===== src/rtl/core/ddf_pkg.sv =====
package ddf_pkg;

  localparam int HeaderHalvesDefault = 24;

  localparam int IndexWidth = 31;
  localparam int HalfWidth  = 16;
  localparam int CfgWidth   = 32;

  // Configuration register indexes.
  localparam logic CFG_FILTER_MODE  = 1'b0;
  localparam logic CFG_STREAM_BYTES = 1'b1;

  typedef enum logic [1:0] {
    MODE_NONE    = 2'd0,
    MODE_DELTA16 = 2'd1,
    MODE_DELTA32 = 2'd2,
    MODE_PLANAR  = 2'd3
  } filter_mode_t;

  typedef enum logic {
    STATUS_OK          = 1'b0,
    STATUS_BAD_LENGTH  = 1'b1
  } status_t;

  typedef struct packed {
    logic [IndexWidth-1:0] dest_index;
    logic [HalfWidth-1:0]  half_out;
    status_t               status;
    logic                  out_last;
  } result_t;

  // Results produced by one input transaction.
  typedef struct packed {
    logic [1:0] count;
    result_t    first;
    result_t    second;
  } result_pair_t;

endpackage


===== src/rtl/core/ddf_in_if.sv =====
interface ddf_in_if;
  logic        valid;
  logic        ready;
  logic [15:0] half_in;
  logic        in_last;

  modport source (output valid, output half_in, output in_last, input ready);
  modport sink (input valid, input half_in, input in_last, output ready);
endinterface


===== src/rtl/core/ddf_out_if.sv =====
interface ddf_out_if;
  logic        valid;
  logic        ready;
  logic [30:0] dest_index;
  logic [15:0] half_out;
  logic        status;
  logic        out_last;

  modport source (output valid, output dest_index, output half_out, output status,
                  output out_last, input ready);
  modport sink (input valid, input dest_index, input half_out, input status,
                input out_last, output ready);
endinterface


===== src/rtl/core/delta_defilter_engine.sv =====
// Channel   Role    Payload                                   Transaction
// items     sink    half_in, in_last                          valid && ready
// results   source  dest_index, half_out, status, out_last    valid && ready
// cfg       write   cfg_index (0 filter_mode, 1 stream_bytes) cfg_we
//
// One halfword is accepted per cycle while items.ready is high; its results
// (zero, one or two) enter a four-entry result queue in the same edge and
// leave it one per cycle while results.ready is high; into an empty queue,
// the first result is visible the cycle after acceptance. Items are ready while
// two slots are free, so a stalled results channel holds items before it fills.
// rst is synchronous and clears the stream state, the queue and the registers.
module delta_defilter_engine #(
  parameter int HEADER_HALVES = ddf_pkg::HeaderHalvesDefault
) (
  input  logic                          clk,
  input  logic                          rst,
  input  logic                          cfg_we,
  input  logic                          cfg_index,
  input  logic [ddf_pkg::CfgWidth-1:0]  cfg_data,
  ddf_in_if.sink                        items,
  ddf_out_if.source                     results
);

  localparam int IW = ddf_pkg::IndexWidth;
  localparam logic [IW-1:0] HdrIdx   = IW'(HEADER_HALVES);
  localparam logic [32:0]   MinBytes = 33'(2 * HEADER_HALVES);

  ddf_pkg::filter_mode_t filter_mode;
  logic [31:0]           stream_bytes;

  logic [IW-1:0] position;
  logic [31:0]   running_value;
  logic [15:0]   held_low_half;
  logic [IW-1:0] position_next;
  logic [31:0]   running_value_next;
  logic [15:0]   held_low_half_next;

  logic          accept;
  logic          room;
  logic          length_invalid;
  logic          in_header;
  logic          high_phase;
  logic [31:0]   payload;
  logic [31:0]   first_count;
  logic [31:0]   odd_bound;
  logic          even_run;
  logic [31:0]   planar_base;
  logic [15:0]   diff16;
  logic [31:0]   diff32;
  logic [31:0]   sum32;
  logic [IW-1:0] dest_even;
  logic [IW-1:0] dest_odd;

  ddf_pkg::result_pair_t push;
  ddf_pkg::result_t      head;

  assign accept = items.valid && items.ready;
  assign items.ready = room;

  always_ff @(posedge clk) begin
    if (rst) begin
      filter_mode  <= ddf_pkg::MODE_NONE;
      stream_bytes <= '0;
    end else if (cfg_we) begin
      unique case (cfg_index)
        ddf_pkg::CFG_FILTER_MODE:  filter_mode  <= ddf_pkg::filter_mode_t'(cfg_data[1:0]);
        ddf_pkg::CFG_STREAM_BYTES: stream_bytes <= cfg_data;
        default: ;
      endcase
    end
  end

  // Planar split point, from configuration only.
  assign payload     = {1'b0, stream_bytes[31:1]} - 32'(HEADER_HALVES);
  assign first_count = (payload + 32'd1) >> 1;
  assign odd_bound   = 32'(HEADER_HALVES) + first_count;

  always_comb begin
    unique case (filter_mode)
      ddf_pkg::MODE_DELTA16: length_invalid = stream_bytes[0];
      ddf_pkg::MODE_DELTA32: length_invalid = (stream_bytes[1:0] != 2'd0);
      ddf_pkg::MODE_PLANAR:  length_invalid = (stream_bytes[1:0] != 2'd0) ||
                                              ({1'b0, stream_bytes} < MinBytes);
      default:               length_invalid = 1'b0;
    endcase
  end

  assign in_header  = (position < HdrIdx);
  // Parity of the payload position selects the high half of a 32-bit delta.
  assign high_phase = position[0] ^ HdrIdx[0];
  assign even_run   = ({1'b0, position} < odd_bound);
  assign dest_even  = {position[IW-2:0], 1'b0} - HdrIdx;
  assign dest_odd   = dest_even - {first_count[IW-2:0], 1'b0} + IW'(1);

  // The second planar run restarts from zero on its first halfword.
  assign planar_base = (filter_mode == ddf_pkg::MODE_PLANAR && {1'b0, position} == odd_bound)
                       ? 32'd0 : running_value;
  assign diff16      = planar_base[15:0] - items.half_in;
  assign diff32      = {items.half_in, held_low_half};
  assign sum32       = running_value - (high_phase ? diff32 : {16'd0, items.half_in});

  always_comb begin
    push               = '0;
    running_value_next = running_value;
    held_low_half_next = held_low_half;
    position_next      = position + IW'(1);

    push.first.dest_index = position;
    push.first.half_out   = items.half_in;
    push.first.status     = ddf_pkg::STATUS_OK;
    push.first.out_last   = items.in_last;
    push.second           = push.first;

    if (accept) begin
      push.count = 2'd1;
      priority if (length_invalid) begin
        push.first.half_out = '0;
        push.first.status   = ddf_pkg::STATUS_BAD_LENGTH;
      end else if (filter_mode == ddf_pkg::MODE_NONE || in_header) begin
        push.first.half_out = items.half_in;
      end else begin
        unique case (filter_mode)
          ddf_pkg::MODE_DELTA32: begin
            if (high_phase) begin
              running_value_next     = sum32;
              push.count             = 2'd2;
              push.first.dest_index  = position - IW'(1);
              push.first.half_out    = sum32[15:0];
              push.first.out_last    = 1'b0;
              push.second.half_out   = sum32[31:16];
            end else begin
              held_low_half_next = items.half_in;
              if (items.in_last) begin
                running_value_next  = sum32;
                push.first.half_out = sum32[15:0];
              end else begin
                push.count = 2'd0;
              end
            end
          end
          ddf_pkg::MODE_PLANAR: begin
            running_value_next    = {16'd0, diff16};
            push.first.dest_index = even_run ? dest_even : dest_odd;
            push.first.half_out   = diff16;
          end
          default: begin
            running_value_next  = {16'd0, diff16};
            push.first.half_out = diff16;
          end
        endcase
      end

      if (items.in_last) begin
        position_next      = '0;
        running_value_next = '0;
        held_low_half_next = '0;
      end
    end
  end

  always_ff @(posedge clk) begin
    if (rst) begin
      position      <= '0;
      running_value <= '0;
      held_low_half <= '0;
    end else if (accept) begin
      position      <= position_next;
      running_value <= running_value_next;
      held_low_half <= held_low_half_next;
    end
  end

  ddf_result_fifo u_result_fifo (
    .clk       (clk),
    .rst       (rst),
    .push      (push),
    .room      (room),
    .pop_valid (results.valid),
    .pop_ready (results.ready),
    .pop_data  (head)
  );

  assign results.dest_index = head.dest_index;
  assign results.half_out   = head.half_out;
  assign results.status     = head.status;
  assign results.out_last   = head.out_last;

endmodule


===== src/rtl/core/ddf_result_fifo.sv =====
module ddf_result_fifo (
  input  logic                  clk,
  input  logic                  rst,
  input  ddf_pkg::result_pair_t push,
  output logic                  room,
  output logic                  pop_valid,
  input  logic                  pop_ready,
  output ddf_pkg::result_t      pop_data
);

  localparam int Depth    = 4;
  localparam int PtrWidth = $clog2(Depth);

  ddf_pkg::result_t      entries [Depth];
  logic [PtrWidth-1:0]   wr_ptr;
  logic [PtrWidth-1:0]   rd_ptr;
  logic [PtrWidth:0]     count;
  logic [PtrWidth-1:0]   wr_ptr_plus1;
  logic                  pop;

  assign wr_ptr_plus1 = wr_ptr + PtrWidth'(1);
  assign pop          = pop_valid && pop_ready;
  assign pop_valid    = (count != '0);
  assign pop_data     = entries[rd_ptr];
  // Two free slots are needed, since one transaction may yield two results.
  assign room         = (count <= (PtrWidth+1)'(Depth - 2));

  always_ff @(posedge clk) begin
    if (push.count != 2'd0) begin
      entries[wr_ptr] <= push.first;
    end
    if (push.count == 2'd2) begin
      entries[wr_ptr_plus1] <= push.second;
    end
  end

  always_ff @(posedge clk) begin
    if (rst) begin
      wr_ptr <= '0;
      rd_ptr <= '0;
      count  <= '0;
    end else begin
      wr_ptr <= wr_ptr + PtrWidth'(push.count);
      if (pop) begin
        rd_ptr <= rd_ptr + PtrWidth'(1);
      end
      count <= count + (PtrWidth+1)'(push.count) - (PtrWidth+1)'(pop);
    end
  end

endmodule

===== src/flat_wrapper.sv =====
// flat-port wrapper written by rule: the top's interface ports become plain ports
module delta_defilter_engine_flat 
#(
  parameter int HEADER_HALVES = ddf_pkg::HeaderHalvesDefault
)
  (clk, rst, cfg_we, cfg_index, cfg_data, items_valid, items_half_in, items_in_last, items_ready, results_valid, results_dest_index, results_half_out, results_status, results_out_last, results_ready);
  ddf_in_if items_i ();
  ddf_out_if results_i ();
  input  logic clk;
  input  logic rst;
  input  logic cfg_we;
  input  logic cfg_index;
  input  logic [ddf_pkg::CfgWidth-1:0] cfg_data;
  input wire logic [$bits(items_i.valid)-1:0] items_valid;
  input wire logic [$bits(items_i.half_in)-1:0] items_half_in;
  input wire logic [$bits(items_i.in_last)-1:0] items_in_last;
  output wire logic [$bits(items_i.ready)-1:0] items_ready;
  output wire logic [$bits(results_i.valid)-1:0] results_valid;
  output wire logic [$bits(results_i.dest_index)-1:0] results_dest_index;
  output wire logic [$bits(results_i.half_out)-1:0] results_half_out;
  output wire logic [$bits(results_i.status)-1:0] results_status;
  output wire logic [$bits(results_i.out_last)-1:0] results_out_last;
  input wire logic [$bits(results_i.ready)-1:0] results_ready;
  assign items_i.valid = items_valid;
  assign items_i.half_in = items_half_in;
  assign items_i.in_last = items_in_last;
  assign items_ready = items_i.ready;
  assign results_valid = results_i.valid;
  assign results_dest_index = results_i.dest_index;
  assign results_half_out = results_i.half_out;
  assign results_status = results_i.status;
  assign results_out_last = results_i.out_last;
  assign results_i.ready = results_ready;
  delta_defilter_engine #(.HEADER_HALVES(HEADER_HALVES)) u_core (.clk(clk), .rst(rst), .cfg_we(cfg_we), .cfg_index(cfg_index), .cfg_data(cfg_data), .items(items_i), .results(results_i));
endmodule

===== config.mk =====
export PLATFORM = sky130hd
export DESIGN_NAME = delta_defilter_engine_flat
export DESIGN_NICKNAME = d
export VERILOG_FILES = /design/src/rtl/core/ddf_pkg.sv /design/src/rtl/core/ddf_in_if.sv /design/src/rtl/core/ddf_out_if.sv /design/src/rtl/core/delta_defilter_engine.sv /design/src/rtl/core/ddf_result_fifo.sv /design/src/flat_wrapper.sv
export SDC_FILE = /design/constraint.sdc
export NUM_CORES = 1
export LEC_CHECK = 0
export BUFFER_PORTS_ARGS = -buffer_cell sky130_fd_sc_hd__buf_2
export CORE_MARGIN = 2
export CORE_UTILIZATION = 45
export CTS_CLUSTER_SIZE = 12
export DETAILED_ROUTE_END_ITERATION = 10
export PLACE_DENSITY = 0.62
export REMOVE_ABC_BUFFERS = 1
export SYNTH_ARGS = -nofsm -noshare
export SYNTH_HDL_FRONTEND = slang
export SYNTH_HIERARCHICAL = 1
export SYNTH_SLANG_ARGS = --single-unit

===== constraint.sdc =====
create_clock -name clk -period 17.6 [get_ports clk]
set_input_delay 2.64 -clock clk [delete_from_list [all_inputs] [get_ports clk]]
set_output_delay 2.64 -clock clk [all_outputs]
set_load 0.01 [all_outputs]

# Word-level counts from Yosys, hierarchy flattened
# Memory sizes are Yosys's and may differ from the RTL's. A register that Yosys moved wholly into a read port is not among the register bits.
# Index checks and enable logic that the tools add are counted.
[word_totals]
in_bits = 55
elab_cells = 96
mem_bits_rw = 196
out_inout_bits = 51
mem_count = 1
register_bits = 120
[memory_table]
columns = ["name", "depth", "width", "read_ports", "rd_clocked_by_memory_dff", "write_ports", "line_no", "text"]
rows = [
  ["u_core.u_result_fifo.entries", 4, 49, 1, 1, 2, "ddf_result_fifo.sv:14", "ddf_pkg::result_t entries [Depth];"],
]
[classes]
muxes = 44
order_cmp = 4
n_reduce_logical = 14
eq_ne = 9
add_sub_neg = 15
n_bitwise = 1
[op_table]
columns = ["operator", "count"]
rows = [
  ["2-to-1 mux 16 bit", 16],
  ["2-to-1 mux 32 bit", 6],
  ["2-to-1 mux 31 bit", 3],
  ["2-to-1 mux 33 bit", 2],
  ["adder 31 x 1 -> 31 bit (second input constant)", 2],
  ["one-hot mux 31 bit (2 select lines)", 1],
  ["2-to-1 mux 51 bit", 1],
  ["adder 32 x 1 -> 32 bit (second input constant)", 1],
  ["adder 5 x 31 -> 32 bit (first input constant)", 1],
  ["equality test 31 x 32 -> 1 bit", 1],
  ["< comparator 31 x 32 -> 1 bit", 1],
  ["< comparator 32 x 6 -> 1 bit (second input constant)", 1],
  ["subtractor 31 x 5 -> 32 bit (second input constant)", 1],
  ["subtractor 32 bit", 1],
  ["< comparator 31 x 5 -> 1 bit (second input constant)", 1],
  ["subtractor 31 x 1 -> 31 bit (second input constant)", 1],
  ["subtractor 31 bit", 1],
  ["subtractor 31 x 5 -> 31 bit (second input constant)", 1],
  ["subtractor 16 bit", 1],
  ["2-to-1 mux 1 bit", 10],
  ["2-to-1 mux 2 bit", 4],
  ["equality test 2 bit (second input constant)", 3],
  ["!= test 2 bit (second input constant)", 3],
  ["nonzero test 2 bit", 3],
  ["16 further kinds", 21],
]

# Depth between registers and ports, before layout
# Gate-level depths: netlist (run 1).
[logic_depth]
depth_word = 14
depth_mapped = 36
depth_no_buf = 35

# Hierarchy
# Netlist (run 1), hierarchy kept.
[by_module_without_submodules]
columns = ["module", "cells_per_inst", "area_each_um2", "instances"]
rows = [
  ["delta_defilter_engine", 1797, 12884.9, 1],
  ["ddf_result_fifo", 524, 9995.8, 1],
]

# Worst setup path after synthesis (run 1)
# OpenSTA, ideal clock, no wires.
[synth_path]
path_type = "input -> register"
startpoint = "input items_valid"
endpoint = "memory u_core/u_result_fifo/entries[0][0] (netlist bit) (enable)"
n_path_buf = 4
setup_time_ns = 0.529
slack_ns = 9.121
t_arrival_ns = 7.950
required_time_ns = 17.071
stages = 9
path_cell_list = "and2_1 -> clkbuf_1 -> nand2_1 -> nor4_1 -> clkbuf_1 -> clkbuf_1 -> buf_2 -> nor2_1 -> o31ai_1"
[synth_rtl]
columns = ["item", "line_no", "text"]
rows = [
  ["start: declaration", "flat_wrapper.sv:14", "input wire logic [$bits(items_i.valid)-1:0] items_valid;"],
  ["end: declaration", "ddf_result_fifo.sv:14", ""],
]

==> results of run 1 <==
[critical path: cells and delay by family (launching register included)]
| family | cells | cell delay (ns) |
|---|---|---|
| buf+inv | 3 | 0.49 |
| compound gates | 11 | 3.21 |
| simple gates | 11 | 3.63 |
| mux | 1 | 0.36 |
| fa+ha+maj | 4 | 1.14 |
| flops | 1 | 0.67 |
| xor+xnor | 3 | 0.40 |
[final cells by class]
type / count / share of cell area
Clock buffer: 46 / 0.03987
Clock inverter: 24 / 0.009706
Inverter: 53 / 0.007914
Multi-Input combinational cell: 1815 / 0.5481
Sequential cell: 318 / 0.3316
Tap cell: 672 / 0.03345
Timing Repair Buffer: 133 / 0.02937
[routing by layer]
layer  routed length, um  track usage  part of all wire  vias to the layer above
li1                    -            -                 -                     8673
met1               30390       0.3492              0.46                     9062
met2               30290       0.4014              0.46                      539
met3                3977      0.03548             0.060                      102
met4                1668      0.07325             0.025                        2
met5                  13            0           0.00020                        -
[synthesized netlist by cell type, types with 21 or more instances]
cell / number / area share
mux4_2: 49 / 0.048
nor2b_1: 29 / 0.0079
mux2_2: 179 / 0.088
nand3_1: 45 / 0.0098
o21ai_0: 117 / 0.026
buf_2: 21 / 0.0046
dfxtp_1: 122 / 0.11
a22oi_1: 23 / 0.0075
clkbuf_1: 92 / 0.015
a21oi_1: 161 / 0.035
a21o_1: 42 / 0.014
xnor2_1: 85 / 0.033
nor2_1: 169 / 0.028
and3_1: 27 / 0.0074
nand2_1: 253 / 0.042
xor2_1: 79 / 0.030
mux2i_1: 36 / 0.016
edfxtp_1: 196 / 0.26
ha_1: 148 / 0.081
or3_1: 33 / 0.0090
inv_1: 52 / 0.0085
nor3_1: 53 / 0.012
[sequential cells by signal, indices dropped and copies added (netlist names), named ones only]
signal / count
u_core/filter_mode: 2
u_core/held_low_half: 16
u_core/position: 31
u_core/running_value: 32
u_core/stream_bytes: 32
u_core/u_result_fifo/count: 3
u_core/u_result_fifo/entries: 196
u_core/u_result_fifo/rd_ptr: 2
u_core/u_result_fifo/wr_ptr: 2
[cell usage in the layout, fill, tap and decap left out, drive strengths merged, types with 46 or more instances in the layout]
cell	count
a21oi	161
clkbuf	46
inv	52
o21ai	118
nor3	53
dfxtp	122
xnor2	85
mux4	49
mux2	204
ha	148
edfxtp	196
nand2	253
xor2	79
buf	133
nor2	169
[metrics by stage]
step	cell area [um2]	cells	worst slack [ns]
finish	25140	3061	7.429
global route	25140	3061	6.681
CTS	25140	3061	7.558
detailed placement	23890	2991	7.608
global placement	23890	2991	7.901
floorplan	22250	2186	6.624
[path summary, 6_finish.rpt]
kind                                    startpoint                                       endpoint  slack [ns]
max            u_core/stream_bytes[5]$_SDFFE_PP0P_  u_core/u_result_fifo/entries[1][16]$_DFFE_PP_        7.43
max reg2reg    u_core/stream_bytes[5]$_SDFFE_PP0P_  u_core/u_result_fifo/entries[1][16]$_DFFE_PP_        7.43
min          u_core/held_low_half[12]$_SDFFE_PP0P_          u_core/held_low_half[12]$_SDFFE_PP0P_        0.45
min reg2reg  u_core/held_low_half[12]$_SDFFE_PP0P_          u_core/held_low_half[12]$_SDFFE_PP0P_        0.45
[cell families (layout without fill, tap and decap cells)]
| group | Yosys count | after routing | synth area share |
|---|---|---|---|
| simple gates | 709 | 709 | 0.1474 |
| compound gates | 494 | 494 | 0.1354 |
| flops | 318 | 318 | 0.3640 |
| mux | 289 | 289 | 0.1660 |
| buf+inv | 191 | 256 | 0.03691 |
| xor+xnor | 167 | 167 | 0.06573 |
| fa+ha+maj | 152 | 152 | 0.08443 |
| other cells | 1 | 4 | 0.0001639 |
[power by group through the flow]
stage	sequential, mW	combinational (mW)	clock (mW)
2_1_floorplan	0.919	0.484	0
3_3_place_gp	0.900	0.722	0
3_5_place_dp	0.904	0.729	0
4_1_cts	0.888	0.734	0.809
5_1_grt	0.894	0.800	0.840
6_report	0.887	0.730	0.795
==> reports/qor.yml, run 1 <==
grt_pass1_wl_um: 103700
routed_wirelength_um: 66340
port_buffers: 105
multi_input_area_um2: 13780
cts_made_buffers: 38
rows: 82
finalPower_mw: 2.412
first_pass_iters: 5
wl_per_cell_um: 21.67
status: "finished, final reports clean"
postCtsHoldBufs: 0
io_pins: 106
cts_tree: "built"
p_leak_nw: 9.770
hold_slack_ns: 0.4523
yosys_most_used_dff: "edfxtp_1"
core_um2: 50170
antenna_found_initial: 2
die_y_um: 229.5
drcViolationCount: 0
peakVddDrop_mv: 0.1137
slew_headroom: 0.2420
slowest_stage: "o31a_1"
grt_pass1_vias: 18037
synth_edf_count: 196
synthArstFlopShare: 0
fin_util: 0.5010
die_w_um: 229.5
fill_cells: 4658
worst_ep_arrival_time_ns: 10.49
dr.first_iter.drc_count: 1321
hp-class: "reg -> reg"
yosysUniqueCellTypes: 81
worstSetupStartpointType: "flip-flop"
clock_latency_ns: 0.57
drive_gt1_frac: 0.1913
htreeDepth: 2
ff_latch_area_um2: 8334
syn_inst: 2321
drv_cap: 0
grt_max_degree: 53
ant_nets: 0
setup-violations-final: 0
initial_utilization: 0.4561
combinationalPowerShare: 0.303
hpwl_um: 46710
timing.fmax_mhz: 98.31
syn_avg_cell_area_um2: 9.858
grt-ovfl-total: 0
period_share: 0.5779
finalHoldViolations: 0
tns_ns: 0
ys_warn_count: 6
crit_fanout: 16
layout_min_cycle_time_ns: 10.17
viasPerCell: 6.004
clock_sinks: 318
min_path_cells: 2
antenna_cells: 0
tightestPinTransition_ns: 1.134
die_area_um2: 52670
power_switching_mw: 0.7836
cpPeakStageDelay_ns: 0.68
cts_max_path_buffers: 3
ys_seq_elements: 318
slew_viol_final: 0
pwr_density_cell_nw_per_um2: 95.97
synth_seq_area_share: 0.3640
syn_to_final_growth_pct: 9.859
pwr-share-seq: 0.368
rsz0062_at_grt: "false"
cts_resized: 0
nNetsFinal: 2566
internal-power_mw: 1.629
path_class: "reg -> reg"
switching_share: 0.3248
via_count: 18378
clkPwrFrac: 0.330
post_cts_buffers: 0
place_congestion: 0.8909
clockRootBuffer: "clkbuf_16"
grt.total_usage: 0.2497
synth_area_um2: 22880
crit_path_end_kind: "flip-flop"
worst_ep_required_time_ns: 17.92
fin_skew_ns: 0.01795
clk_pin_slew_ns: 0.06
r2r_cells: 33
(Power assumes the default switching activity.)
==> run 2, diff against run 1 <==
--- a/config.mk
+++ b/config.mk
@@ -5,12 +5,13 @@
 export SDC_FILE = /design/constraint.sdc
 export NUM_CORES = 1
 export LEC_CHECK = 0
+export ABC_AREA = 1
 export BUFFER_PORTS_ARGS = -buffer_cell sky130_fd_sc_hd__buf_2
 export CORE_MARGIN = 2
 export CORE_UTILIZATION = 45
 export CTS_CLUSTER_SIZE = 12
 export DETAILED_ROUTE_END_ITERATION = 10
-export PLACE_DENSITY = 0.62
+export PLACE_DENSITY = 0.65
 export REMOVE_ABC_BUFFERS = 1
 export SYNTH_ARGS = -nofsm -noshare
 export SYNTH_HDL_FRONTEND = slang
==> constraint.sdc (replaced) <==
create_clock -name clk -period 9.2 [get_ports clk]
set_input_delay 1.38 -clock clk [delete_from_list [all_inputs] [get_ports clk]]
set_output_delay 1.38 -clock clk [all_outputs]
set_load 0.01 [all_outputs]
==> reports/qor.yml, run 2 <==
status: "finished, final reports clean"  # unchanged
ys_warn_count: 6  # unchanged
clk_pin_slew_ns: 0.06  # about the same
ys_seq_elements: 318  # unchanged
htreeDepth: 2  # unchanged
cpPeakStageDelay_ns: 0.46  # was 0.68 ns
synth_mux_area_frac: 0  # was 0.1660
hpwl_um: 54430  # was 46710 um
synth_edf_count: 196  # unchanged
rows: 84  # was 82
mostFrequentLayoutCells: "nand2_1, o21ai_0, nor2_1, inv_1, a21oi_1"  # was nand2_1, edfxtp_1, mux2_2, nor2_1, a21oi_1
synth-simple-area-share: 0.2306  # was 0.1474
fin_skew_ns: 0.03292  # was 0.01795 ns
place_congestion: 0.9473  # was 0.8909
grt.total_usage: 0.2720  # was 0.2497
synth_top_area_cell: "edfxtp_1"  # unchanged
fin_util: 0.4936  # was 0.5010
peakVddDrop_mv: 0.1176  # was 0.1137 mV
wl_per_cell_um: 18.49  # was 21.67 um
slew_viol_final: 0  # unchanged
post_cts_buffers: 0  # unchanged
grt_pass1_vias: 20599  # was 18037
top_register: "u_core/u_result_fifo/entries"  # unchanged
dr.first_iter.drc_count: 2123  # was 1321
drcViolationCount: 0  # unchanged
syn_avg_cell_area_um2: 7.212  # was 9.858 um2
synth_area_um2: 23830  # was 22880 um2
cts_max_path_buffers: 3  # unchanged
slew_headroom: 0.2780  # was 0.2420
drv_cap: 0  # unchanged
cts_resized: 0  # unchanged
largest_reg_flops: 196  # unchanged
grt_max_degree: 100  # was 53
io_pins: 106  # unchanged
synth_fa_ha_area_frac: 0.08105  # was 0.08443
multi_input_area_um2: 13550  # was 13780 um2
syn_to_final_growth_pct: 8.620  # was 9.859%
worst_ep_arrival_time_ns: 6.95  # was 10.49 ns
cts_made_buffers: 37  # was 38
pwr_density_cell_nw_per_um2: 192.5  # was 95.97 nW/um2
tns_ns: 0  # unchanged
synth_top_area_share: 0.2469  # was 0.2572
crit_fanout: 18  # was 16
initial_utilization: 0.4545  # was 0.4561
path_class: "reg -> reg"  # unchanged
worstSetupStartpointType: "flip-flop"  # unchanged
p_leak_nw: 10.86  # was 9.770 nW
min_from: "u_core/held_low_half[2]$_SDFFE_PP0P_"  # was u_core/held_low_half[12]$_SDFFE_PP0P_
grt-ovfl-total: 0  # unchanged
period_share: 0.7149  # was 0.5779
timing.fmax_mhz: 152.1  # was 98.31 MHz
ff_latch_area_um2: 8330  # was 8334 um2
rsz0062_at_grt: "false"  # unchanged
ys_top_cells_by_area: "edfxtp_1, nand2_1, dfxtp_1"  # was edfxtp_1, dfxtp_1, mux2_2
slowest_stage: "o21ai_0"  # was o31a_1
clock_latency_ns: 0.57  # about the same
antenna_cells: 0  # unchanged
postCtsHoldBufs: 0  # unchanged
clock_sinks: 318  # unchanged
final_common_cell: "nand2_1"  # unchanged
startpoint: "u_core/stream_bytes[1]$_SDFFE_PP0P_"  # was u_core/stream_bytes[5]$_SDFFE_PP0P_
layout_min_cycle_time_ns: 6.577  # was 10.17 ns
yosysMostFrequentCell: "nand2_1"  # unchanged
synth_compound_area_frac: 0.2095  # was 0.1354
via_count: 22436  # was 18378
worst_ep_required_time_ns: 9.57  # was 17.92 ns
synth_common_cells: "nand2_1, o21ai_0, nor2_1"  # was nand2_1, edfxtp_1, mux2_2
fill_cells: 5306  # was 4658
synth_top_family_by_area: "simple AND/OR/NAND/NOR gates"  # was multiplexers
reg_top3: "u_core/u_result_fifo/entries: 196 flops, u_core/running_value: 32 flops, u_core/stream_bytes: 32 flops"  # unchanged
ant_nets: 0  # unchanged
syn_inst: 3305  # was 2321
yosys_most_used_dff: "edfxtp_1"  # unchanged
setup-violations-final: 0  # unchanged
drive_gt1_frac: 0.07871  # was 0.1913
r2r-start: "u_core/stream_bytes[1]$_SDFFE_PP0P_"  # was u_core/stream_bytes[5]$_SDFFE_PP0P_
viasPerCell: 5.551  # was 6.004
cts_tree: "built"  # unchanged
r2r_slack_ns: 2.62  # was 7.43 ns
die_w_um: 234.1  # was 229.5 um
synth_xor_area_frac: 0.04530  # was 0.06573
tightestPinTransition_ns: 1.083  # was 1.134 ns
first_pass_iters: 8  # was 5
routed_wirelength_um: 74750  # was 66340 um
core_um2: 52450  # was 50170 um2
synth_seq_area_share: 0.3494  # was 0.3640
port_buffers: 105  # unchanged
die_y_um: 234.1  # was 229.5 um
synthArstFlopShare: 0  # unchanged
finalHoldViolations: 0  # unchanged
hp-class: "reg -> reg"  # unchanged
grt_pass1_wl_um: 116200  # was 103700 um
clockRootBuffer: "clkbuf_16"  # unchanged
die_area_um2: 54820  # was 52670 um2
worst_path_most_repeated_cell: "nand2_1"
nNetsFinal: 3537  # was 2566
yosysUniqueCellTypes: 69  # was 81
crit_path_end_kind: "flip-flop"  # unchanged
antenna_found_initial: 1  # was 2
finalPower_mw: 4.983  # was 2.412 mW
-- run 2: cell types whose count changed after synthesis, moves of 44 or more --
cell	delta
inv_1	+290
a21oi_1	+79
o22ai_1	+56
mux2_2	-179
xnor2_1	-59
nand3_1	+44
o21ai_0	+334
o21ai_1	+64
nor2_1	+186
mux4_2	-49
nand2_1	+449
-- run 2: where the power goes --
part | switching [mW] | total, mW | leakage, nW | internal (mW)
Combinational | 1.24 | 1.82 | 7.51 | 0.588
Sequential | 0.0675 | 1.75 | 2.81 | 1.68
Clock | 0.597 | 1.41 | 0.543 | 0.812
-- run 2: cell type report --
| class | count | share of cell area |
|---|---|---|
| multi-input combinational | 2486 | 0.5232 |
| sequential | 318 | 0.3218 |
| inverter | 362 | 0.05249 |
| clock buffer | 49 | 0.03828 |
| tap | 688 | 0.03325 |
| timing repair buffer | 125 | 0.02610 |
| clock inverter | 14 | 0.004881 |
-- run 2: final timing paths --
path | endpoint | depth (start not counted)
setup / recovery | u_core/u_result_fifo/entries[0][15]$_DFFE_PP_ | 33
hold / removal | u_core/held_low_half[2]$_SDFFE_PP0P_ | 2
setup reg to reg | u_core/u_result_fifo/entries[0][15]$_DFFE_PP_ | 33
hold reg to reg | u_core/held_low_half[2]$_SDFFE_PP0P_ | 2
-- run 2: stage by stage --
stage	worst slack [ns]	hold WS (ns)	instance area (um2)	cells
floorplan	1.504	0.4313	23190	3166
global placement	2.780	0.4404	24770	3979
detailed placement	2.723	0.4468	24770	3979
CTS	2.678	0.4542	25890	4042
global route	1.730	0.4757	25890	4042
finish	2.623	0.4511	25890	4042
-- run 2: layer usage --
metal	vias up	GRT usage	share of wire
met5	-	0	0.00017
li1	11239	-	-
met1	10260	0.3990	0.47
met2	834	0.4128	0.43
met4	2	0.07180	0.022
met3	101	0.04560	0.084
-- run 2: kinds of logic (layout without fill, tap and decap cells) --
logic type	Yosys count	count (layout)
AOI/OAI and AO/OA	923	923
xor gates and xnor gates	119	119
adders and majority gates	152	152
buffers and inverters	501	550
DFF	318	318
other	1	1
and+or+nand+nor	1291	1291
-- run 2: critical path, delay by kind of cell (launching register included) --
kind	cells	cell delay, ns
AOI/OAI and AO/OA	4	1.01
adders and majority gates	3	0.91
DFF	1	0.35
xor gates and xnor gates	3	0.61
buffers and inverters	2	0.17
and+or+nand+nor	21	3.30
==> run 3, diff against run 2 <==
--- a/config.mk
+++ b/config.mk
@@ -11,7 +11,7 @@
 export CORE_UTILIZATION = 45
 export CTS_CLUSTER_SIZE = 12
 export DETAILED_ROUTE_END_ITERATION = 10
-export PLACE_DENSITY = 0.65
+export PLACE_DENSITY = 0.62
 export REMOVE_ABC_BUFFERS = 1
 export SYNTH_ARGS = -nofsm -noshare
 export SYNTH_HDL_FRONTEND = slang
==> constraint.sdc (replaced) <==
create_clock -name clk -period 6.22 [get_ports clk]
set_input_delay 0.933 -clock clk [delete_from_list [all_inputs] [get_ports clk]]
set_output_delay 0.933 -clock clk [all_outputs]
set_load 0.01 [all_outputs]
==> reports/qor.yml, run 3 (synthesis results as in run 2) <==
htreeDepth: 2  # unchanged
largest_reg_flops: 196  # unchanged
grt_max_degree: 100  # unchanged
wl_per_cell_um: 19.75  # was 18.49 um
reg_top3: "u_core/u_result_fifo/entries: 196 flops, u_core/running_value: 32 flops, u_core/stream_bytes: 32 flops"  # unchanged
drive_gt1_frac: 0.1124  # was 0.07871
clk_pin_slew_ns: 0.06  # about the same
finalPower_mw: 7.541  # was 4.983 mW
dpl-instance-area_um2: 25170  # was 24770 um2
dr.first_iter.drc_count: 1996  # was 2123
tightestPinTransition_ns: 1.048  # was 1.083 ns
slowest_stage: "nor4_4"  # was o21ai_0
io_pins: 106  # unchanged
grt.total_usage: 0.2931  # was 0.2720
crit_fanout: 6  # was 18
via_count: 23195  # was 22436
p_leak_nw: 11.26  # was 10.86 nW
die_y_um: 234.1  # unchanged
layout_min_cycle_time_ns: 5.856  # was 6.577 ns
grt-ovfl-total: 0  # unchanged
worst_ep_required_time_ns: 6.51  # was 9.57 ns
fin_area_um2: 26770  # was 25890 um2
status: "finished, final reports clean"  # unchanged
r2r_cells: 36  # was 33
hpwl_um: 59920  # was 54430 um
cp_top_family: "simple AND/OR/NAND/NOR gates"  # unchanged
r2r-start: "u_core/stream_bytes[6]$_SDFFE_PP0P_"  # was u_core/stream_bytes[1]$_SDFFE_PP0P_
min_from: "u_core/held_low_half[9]$_SDFFE_PP0P_"  # was u_core/held_low_half[2]$_SDFFE_PP0P_
slew_viol_final: 0  # unchanged
critPathBufInv: 7  # was 2
peakVddDrop_mv: 0.1898  # was 0.1176 mV
slew_headroom: 0.3016  # was 0.2780
startpoint: "u_core/stream_bytes[6]$_SDFFE_PP0P_"  # was u_core/stream_bytes[1]$_SDFFE_PP0P_
antenna_cells: 0  # unchanged
finalHoldViolations: 0  # unchanged
place_congestion: 0.9404  # was 0.9473
path_class: "reg -> reg"  # unchanged
grt_pass1_wl_um: 124200  # was 116200 um
initial_utilization: 0.4545  # unchanged
clockRootBuffer: "clkbuf_16"  # unchanged
cpPeakStageDelay_ns: 0.38  # was 0.46 ns
pwr_density_cell_nw_per_um2: 281.8  # was 192.5 nW/um2
crit_path_end_kind: "flip-flop"  # unchanged
rows: 84  # unchanged
drv_cap: 0  # unchanged
fill_cells: 5216  # was 5306
first_pass_iters: 6  # was 8
routed_wirelength_um: 81240  # was 74750 um
worstSetupStartpointType: "flip-flop"  # unchanged
die_w_um: 234.1  # unchanged
setup-violations-final: 0  # unchanged
port_buffers: 105  # unchanged
mostFrequentLayoutCells: "nand2_1, o21ai_0, nor2_1, inv_1, a21oi_1"  # unchanged
hp-class: "reg -> reg"  # unchanged
fin_util: 0.5104  # was 0.4936
antenna_found_initial: 0  # was 1
clock_sinks: 318  # unchanged
top_register: "u_core/u_result_fifo/entries"  # unchanged
period_share: 0.9414  # was 0.7149
worst_ep_arrival_time_ns: 6.14  # was 6.95 ns
cts_tree: "built"  # unchanged
drcViolationCount: 0  # unchanged
timing.fmax_mhz: 170.8  # was 152.1 MHz
worst_path_most_repeated_cell: "nand2_1"  # unchanged
clock_latency_ns: 0.59  # was 0.57 ns
r2r_slack_ns: 0.36  # was 2.62 ns
core_um2: 52450  # unchanged
fin_skew_ns: 0.03332  # was 0.03292 ns
viasPerCell: 5.638  # was 5.551
syn_to_final_growth_pct: 12.30  # was 8.620%
die_area_um2: 54820  # unchanged
reg2reg_to: "u_core/u_result_fifo/entries[0][17]$_DFFE_PP_"  # was u_core/u_result_fifo/entries[0][15]$_DFFE_PP_
ant_nets: 0  # unchanged
min_path_cells: 2  # unchanged
final_common_cell: "nand2_1"  # unchanged
nNetsFinal: 3607  # was 3537
cts_max_path_buffers: 3  # unchanged
tns_ns: 0  # unchanged
hold_path_end: "u_core/held_low_half[9]$_SDFFE_PP0P_"  # was u_core/held_low_half[2]$_SDFFE_PP0P_
grt_pass1_vias: 21268  # was 20599
cts_made_buffers: 37  # unchanged
rsz0062_at_grt: "true"  # was false
run 3: cell count changes in the layout (fill, tap and decap cells not counted), sizes merged:
cell and delta:
clkinvlp +1, buf +70, clkinv +1, clkbuf +3, inv -1, bufinv -2
run 3: final cells by class:
cell class	instances	area [um2]	share of cell area
clock buffer	52	1012	0.03782
clock inverter	13	110.1	0.004114
inverter	362	1359	0.05077
multi-input combinational	2486	13870	0.5182
sequential	318	8337	0.3115
tap	688	860.8	0.03216
timing repair buffer	195	1217	0.04548
run 3: per-stage QoR:
stage | hold WS (ns) | worst slack (ns) | std cells
after global placement | 0.4408 | 0.08010 | 4031
after floorplan | 0.4313 | -1.476 | 3166
after global routing | 0.4758 | -0.06822 | 4114
after detailed placement | 0.4484 | -0.04602 | 4031
final | 0.4534 | 0.3642 | 4114
after CTS | 0.4556 | 0.05604 | 4096
run 3: report_power, final:
group,switching (mW),internal [mW],total (mW)
Combinational,1.95,0.950,2.90
Sequential,0.0851,2.49,2.57
Clock,0.918,1.15,2.06
run 3: metal layers:
metal | global-route usage | vias to the layer above | wire length (um)
met5 | 0 | - | 0
met4 | 0.06210 | 0 | 1309
met1 | 0.4441 | 10896 | 39320
met2 | 0.4321 | 847 | 34090
met3 | 0.05229 | 81 | 6521
li1 | - | 11371 | -
run 3: worst max path at each step:
stage	end	slack, ns	depth (start not counted)
after floorplan	u_core/u_result_fifo/entries[3][0]$_DFFE_PP_	-1.48	8
after global placement	u_core/u_result_fifo/entries[0][16]$_DFFE_PP_	0.08	39
after detailed placement	u_core/u_result_fifo/entries[0][11]$_DFFE_PP_	-0.05	35
after CTS	u_core/u_result_fifo/entries[0][16]$_DFFE_PP_	0.06	40
after global routing	u_core/u_result_fifo/entries[0][17]$_DFFE_PP_	-0.07	37
final	u_core/u_result_fifo/entries[0][17]$_DFFE_PP_	0.36	36
run 3: repair_timing:
| item | in CTS | in global routing |
|---|---|---|
| endpoints found under the setup margin | 18 | 59 |
| hold endpoints to repair | 0 | 0 |
| pin swaps | 0 | 25 |
| setup buffers | 0 | 18 |
| hold buffers | 0 | 0 |
| resized for setup | 3 | 76 |
run 3: worst register-to-register path, delay by kind of cell, from the launching register on:
family,cells,cell delay (ns)
AO/OA/AOI/OAI,5,0.88
XOR/XNOR,2,0.37
adder cells (fa/ha/maj),2,0.62
buffers and inverters,7,0.77
flip-flops,1,0.33
AND/OR/NAND/NOR,20,2.61
